### src/design/barometer_compensation_macros.svh
// Assertion helpers shared by the barometer compensation design.
`ifndef BAROMETER_COMPENSATION_MACROS_SVH
`define BAROMETER_COMPENSATION_MACROS_SVH

// Consequent must hold in the same cycle as the antecedent.
`define BC_ASSERT_SAME(label, clk, rst_n, ante, cons, msg) \
  label: assert property (@(posedge clk) disable iff (!rst_n) (ante) |-> (cons)) \
    else $error(msg);

// Consequent must hold in the cycle after the antecedent.
`define BC_ASSERT_NEXT(label, clk, rst_n, ante, cons, msg) \
  label: assert property (@(posedge clk) disable iff (!rst_n) (ante) |=> (cons)) \
    else $error(msg);

`endif

### src/design/bc_pkg.sv
package bc_pkg;

  // Configuration register indexes.
  typedef enum logic [1:0] {
    CFG_CAL_A = 2'd0,
    CFG_CAL_B = 2'd1,
    CFG_CAL_C = 2'd2,
    CFG_OSS   = 2'd3
  } cfg_idx_t;

  // Compensation constants.
  localparam int T_OFFSET  = 4000;
  localparam int P_C1      = 3038;
  localparam int P_C2      = -7357;
  localparam int P_C3      = 3791;
  localparam int P_SCALE   = 50000;
  localparam int B4_BIAS   = 32768;
  localparam logic [1:0] OSS_RESET = 2'd3;

  // Larger of two widths, used to size datapaths at elaboration.
  function automatic int wmax(input int a, input int b);
    return (a > b) ? a : b;
  endfunction

  // Side data carried through the temperature divider.
  typedef struct packed {
    logic [18:0]        up;
    logic signed [19:0] x1;
    logic               dz;
    logic               neg;
  } d1_side_t;

  // Side data carried through the pressure divider.
  typedef struct packed {
    logic signed [15:0] t;
    logic               err;
    logic               br1;
    logic               neg;
  } d2_side_t;

endpackage

### src/design/bc_div.sv
module bc_div
  import bc_pkg::*;
#(
  parameter int NW = 27,
  parameter int DW = 20,
  parameter int QW = 27,
  parameter int SW = 8
) (
  input  logic          clk,
  input  logic          rst_n,
  input  logic          en,
  input  logic          in_valid,
  input  logic [NW-1:0] num,
  input  logic [DW-1:0] den,
  input  logic [SW-1:0] side_in,
  output logic          out_valid,
  output logic [QW-1:0] quot,
  output logic          ovf,
  output logic [SW-1:0] side_out
);

  localparam int CW = wmax(NW, DW + QW) + 1;

  logic [CW-1:0] rem_r  [QW];
  logic [QW-1:0] q_r    [QW];
  logic [DW-1:0] den_r  [QW];
  logic [SW-1:0] side_r [QW];
  logic          ovf_r  [QW];
  logic          v_r    [QW];

  // Quotient larger than QW bits is flagged at entry.
  logic ovf_in;
  assign ovf_in = CW'(num) >= (CW'(den) << QW);

  // One restoring step per stage, most significant quotient bit first.
  for (genvar j = 0; j < QW; j++) begin : g_step
    logic [CW-1:0] r_in;
    logic [CW-1:0] dsh;
    logic [QW-1:0] q_in;
    logic [DW-1:0] d_in;
    logic [SW-1:0] s_in;
    logic          o_in;
    logic          v_in;

    if (j == 0) begin : g_first
      assign r_in = CW'(num);
      assign q_in = '0;
      assign d_in = den;
      assign s_in = side_in;
      assign o_in = ovf_in;
      assign v_in = in_valid;
    end else begin : g_next
      assign r_in = rem_r[j-1];
      assign q_in = q_r[j-1];
      assign d_in = den_r[j-1];
      assign s_in = side_r[j-1];
      assign o_in = ovf_r[j-1];
      assign v_in = v_r[j-1];
    end

    assign dsh = CW'(d_in) << (QW - 1 - j);

    always_ff @(posedge clk) begin
      if (!rst_n) begin
        v_r[j] <= 1'b0;
      end else if (en) begin
        v_r[j] <= v_in;
      end
    end

    always_ff @(posedge clk) begin
      if (en) begin
        if (r_in >= dsh) begin
          rem_r[j] <= r_in - dsh;
          q_r[j]   <= q_in | (QW'(1) << (QW - 1 - j));
        end else begin
          rem_r[j] <= r_in;
          q_r[j]   <= q_in;
        end
        den_r[j]  <= d_in;
        side_r[j] <= s_in;
        ovf_r[j]  <= o_in;
      end
    end
  end

  assign out_valid = v_r[QW-1];
  assign quot      = q_r[QW-1];
  assign ovf       = ovf_r[QW-1];
  assign side_out  = side_r[QW-1];

endmodule

### config.mk
export PLATFORM = sky130hd
export DESIGN_NAME = bc_div
export DESIGN_NICKNAME = d
export VERILOG_FILES = /design/src/design/barometer_compensation_macros.svh /design/src/design/bc_pkg.sv /design/src/design/bc_div.sv
export SDC_FILE = /design/constraint.sdc
export NUM_CORES = 2
export LEC_CHECK = 0
export BUFFER_PORTS_ARGS = -buffer_cell sky130_fd_sc_hd__buf_2
export CAP_MARGIN = 20
export CORE_MARGIN = 8
export CORE_UTILIZATION = 65
export DETAILED_ROUTE_END_ITERATION = 8
export PLACE_DENSITY = 0.79
export SYNTH_ARGS = -nofsm -noshare
export SYNTH_HDL_FRONTEND = slang
export SYNTH_SLANG_ARGS = --single-unit
### constraint.sdc
create_clock -name clk -period 11.4 [get_ports clk]
set_input_delay 2.28 -clock clk [delete_from_list [all_inputs] [get_ports clk]]
set_output_delay 2.28 -clock clk [all_outputs]
set_load 0.02 [all_outputs]
=== Word-level counts from Yosys, hierarchy flattened ===
Memories as Yosys holds them, arrays and structs flattened.
Cells that the tools add are included.

* Flip-flop bits (word level): 0
* Input bits: 59
* Bits in writable memories: 2835
* Bits in latches: 0
* Memories kept: 6
* Word-level logic and storage cells: 390
* ROM bits: 0

* Div/mod/pow operators: 0
* Shifts and indexed selects: 0
* $add $sub $neg: 27
* Equality and inequality tests: 0
* Order comparisons: 28
* Reduce and logical (&&, ||, !) cells: 0
* Muxes and demuxes: 248
* Multiply operators: 0
* Bitwise operators: 81

{| class="wikitable"
|+ Memories
! name !! depth !! bits a word !! rd ports !! clocked after memory_dff !! write ports !! RTL line !! RTL
|-
| rem_r || 27 || 48 || 26 || 0 || 27 || bc_div.sv:24 || <nowiki>logic [CW-1:0] rem_r [QW];</nowiki>
|-
| q_r || 27 || 27 || 27 || 0 || 27 || bc_div.sv:25 || <nowiki>logic [QW-1:0] q_r [QW];</nowiki>
|-
| den_r || 27 || 20 || 26 || 0 || 27 || bc_div.sv:26 || <nowiki>logic [DW-1:0] den_r [QW];</nowiki>
|-
| side_r || 27 || 8 || 27 || 0 || 27 || bc_div.sv:27 || <nowiki>logic [SW-1:0] side_r [QW];</nowiki>
|-
| ovf_r || 27 || 1 || 27 || 0 || 27 || bc_div.sv:28 || <nowiki>logic ovf_r [QW];</nowiki>
|-
| v_r || 27 || 1 || 27 || 0 || 27 || bc_div.sv:29 || <nowiki>logic v_r [QW];</nowiki>
|}

{| class="wikitable"
|+ Operators with widths
! cell !! count
|-
| $mux W48 || 27
|-
| $mux W27 || 27
|-
| $mux W1 || 194
|-
| $or A1 B1 Y1 || 81
|-
| $ge A48 B20 Y1 || 1
|-
| $ge A48 B21 Y1 || 1
|-
| $ge A48 B22 Y1 || 1
|-
| $ge A48 B23 Y1 || 1
|-
| $ge A48 B24 Y1 || 1
|-
| $ge A48 B25 Y1 || 1
|-
| $ge A48 B26 Y1 || 1
|-
| $ge A48 B27 Y1 || 1
|-
| $ge A48 B28 Y1 || 1
|-
| $ge A48 B29 Y1 || 1
|-
| $ge A48 B30 Y1 || 1
|-
| $ge A48 B31 Y1 || 1
|-
| $ge A48 B32 Y1 || 1
|-
| $ge A48 B33 Y1 || 1
|-
| $ge A48 B34 Y1 || 1
|-
| $ge A48 B35 Y1 || 1
|-
| $ge A48 B36 Y1 || 1
|-
| $ge A48 B37 Y1 || 1
|-
| $ge A48 B38 Y1 || 1
|-
| $ge A48 B39 Y1 || 1
|-
| 35 further kinds || 35
|}

=== Logic depth before layout (Yosys ltp) ===
An unclocked memory read counts as a cell.

* Word-level depth: 6
* Mapped depth: 16
* Mapped depth without buffers: 14

=== Worst setup path after synthesis ===
Ideal clock, no wire load.

* Path kind: input to register
* Start: input en
* End: memory q_r[25][1], in the netlist q_r[1][244] (enable)
* Library setup time: 458 ps
* Cell stages on the path: 5
* Setup slack: 5563 ps
* Buffers on the path: 5
* Arrival: 5378 ps
* Path through: clkbuf_1 clkbuf_1 clkbuf_1 clkbuf_1 clkbuf_1

{| class="wikitable"
|+ RTL lines
! item !! RTL line !! RTL
|-
| start: declaration || bc_div.sv:11 || <nowiki>input logic en,</nowiki>
|-
| end: declaration || bc_div.sv:25 ||
|}

==> flow_summary.json <==
{
  "arrival_ps": 5970,
  "powerDensity_mw_per_mm2": 229,
  "grt_pass1_wl_um": 370000,
  "initial_core_util": 0.653,
  "fmax_mhz": 186,
  "ys_seq_area_frac": 0.639,
  "first_iter_violations": 7139,
  "fp.dieArea_mm2": 0.188,
  "port_buffers": 95,
  "route.detailed.drc": 0,
  "yosys_warnings": 0,
  "critPathRequiredTime_ps": 12000,
  "detail_route.vias_per_cell": 6.04,
  "ir_worst_vdd_mv": 0.150,
  "drv_cap": 0,
  "cts_buffer_depth": 3,
  "crit_path_end_kind": "flip-flop",
  "synth_flop_cell": "edfxtp_1",
  "p_comb_frac": 0.280,
  "reg2reg_from": "den_r[0][100]",
  "p_int_w": 0.0195,
  "cts_htree_levels": 4,
  "grt_pass1_vias": 67500,
  "start_kind": "primary input",
  "holdBufCountCts": 0,
  "cp-startpoint": "en",
  "cts_tree": "yes",
  "placementRows": 153,
  "numClockSinks": 2415,
  "synth.distinct_cells": 103,
  "antenna_found_initial": 7,
  "die_w_um": 434,
  "clk_pin_slew_ps": 60,
  "synth_area_leaders": "edfxtp_1 64%, ha_1 5.8%, xor2_1 3.0%",
  "synth_nets": 9437,
  "post-route-min-period_ps": 5370,
  "drive_above_1_share": 0.0747,
  "finClkSkew_ps": 52.1,
  "switchingPower_w": 0.00908,
  "synthCells": 8830,
  "period_share": 0.471,
  "grt_max_degree": 202,
  "nFillCells": 11500,
  "final-seq-area_mm2": 0.0725,
  "antenna_cells": 0,
  "area_growth_pct": 9.70,
  "wl_um": 238000,
  "cts_root_buffer": "clkbuf_16",
  "drtPass1Iterations": 6,
  "final_util": 0.717,
  "synth_common_cells": "2414 x edfxtp_1, 689 x nand2_1, 667 x inv_1",
  "p_clk_frac": 0.267,
  "synth_area_leader_cell": "edfxtp_1",
  "p_sw_frac": 0.318,
  "dp_hpwl_um": 173000,
  "synth_top_area_share": 0.638,
  "worstRegToRegCells": 12,
  "synth-edff-count": 2414,
  "cts_resized": 0,
  "min_path_type": "flip-flop to flip-flop",
  "fin_tns_setup_ps": 0,
  "pre_cts_ws_ps": 5240,
  "slew_headroom": 0.245,
  "vias": 69900,
  "status": "finished clean",
  "ioPinCount": 96,
  "path_max_fanout": 85,
  "critPathKind": "primary input to flip-flop",
  "setup_slack_ps": 6030,
  "synth_area_mm2": 0.114,
  "wl_per_cell_um": 20.6,
  "postSynthAreaPerCell_um2": 12.9,
  "finalSetupViolations": 0,
  "multi_input_area_mm2": 0.0379,
  "max_slew.worst_pin.slew_ps": 1130,
  "yosysMostFrequentCell": "edfxtp_1",
  "r2r-end": "rem_r[0][329]",
  "pwr-share-seq": 0.453,
  "endpoint": "rem_r[1][329]",
  "p_leak_nw": 46.3,
  "ys_seq_elements": 2415,
  "core_mm2": 0.174,
  "antenna_left": 0,
  "holdWs_ps": 390,
  "grt_setup_unrepaired": "no",
  "grt_remaining_overflow": 0,
  "r2r_setup_slack_ps": 6470,
  "clkLatencyLatePin_ps": 890,
  "gp_congestion": 0.970,
  "postCtsSetupRepairBufs": 0,
  "nets": 9652,
  "track_usage": 0.248,
  "cts_buffers": 234,
  "fp.dieH_um": 434,
  "hold_viol": 0,
  "slew_violations": 0,
  "async_reset_ff_frac": 0
}
-- worst min path at each step --
stage                             start             to  cells past startpoint
after global routing        q_r[0][292]    q_r[0][319]                      0
after floorplan                ovf_r[9]      ovf_r[10]                      0
final                       q_r[0][241]    q_r[0][268]                      0
after detailed placement      ovf_r[19]      ovf_r[20]                      0
after CTS                   q_r[0][241]    q_r[0][268]                      0
after global placement    side_r[20][0]  side_r[21][0]                      0
-- through the flow --
step                instance area [um^2]  power [W]  std cells
floorplan                         114000     0.0187       8830
global placement                  117000     0.0206      11100
detailed placement                117000     0.0209      11100
CTS                               125000     0.0286      11600
global route                      125000     0.0300      11600
finish                            125000     0.0286      11600
-- cell usage in the layout, fill, tap and decap left out, drive strengths merged, types with 27 or more instances in the layout --
cell    count
edfxtp   2414
nand2     689
inv       680
o21ai     547
nor2      528
ha        523
a21oi     454
xor2      386
xnor2     366
clkbuf    273
nor3      225
a21o      206
nor4      176
buf       159
nand3     129
nand2b    123
clkinv    114
nand4      93
or3        91
nor2b      90
o21a       83
mux2       82
and3       65
o31ai      59
a211oi     58
o21bai     54
or4        45
o211ai     34
a31oi      30
nand4b     30
or2        30
and2       27
-- routing by layer --
layer	global-route usage	up-vias	wire length, um
met5	0	-	33
met4	0.0734	4	6560
met3	0.0371	437	15200
met2	0.416	2366	116000
met1	0.339	33800	100000
li1	-	33200	-
-- registers in the layout, indices dropped and copies added, names as in the netlist --
signal  count
side_r    216
v_r        27
rem_r    1247
q_r       378
ovf_r      27
den_r     520
-- critical path, stage by stage --
cell      delay, ps
buf_12          390
buf_4           660
nor2b_1         290
nand3b_1        120
nor4_1          260
o2111a_1        830
a311o_1         270
nand2b_1        370
nor3_1          120
xor2_1          160
-- power groups by stage --
stage	logic [W]	clock network, W	registers (W)
floorplan	0.00616	0	0.0125
global placement	0.00756	0	0.0131
detailed placement	0.00784	0	0.0131
CTS	0.00791	0.00778	0.0129
global route	0.00886	0.00812	0.0131
finish	0.00800	0.00764	0.0129
-- cell families (layout without fill, tap and decap cells) --
group	after synthesis	in the layout	synth area share
buffers and inverters	848	1263	0.0284
multiplexers	87	87	0.00874
AND/OR/NAND/NOR	2447	2447	0.109
flip-flops	2415	2415	0.639
XOR/XNOR	752	752	0.0580
adder cells (fa/ha/maj)	548	548	0.0620
AO/OA/AOI/OAI	1733	1733	0.0952
-- area by class of cell --
class                      count  share of cell area
inverter                     668              0.0201
clock inverter               163              0.0129
tap                         2325              0.0234
clock buffer                 273              0.0484
sequential                  2415               0.582
timing repair buffer         159             0.00852
multi-input combinational   5567               0.305
Power figures use the tool's default switching activity.
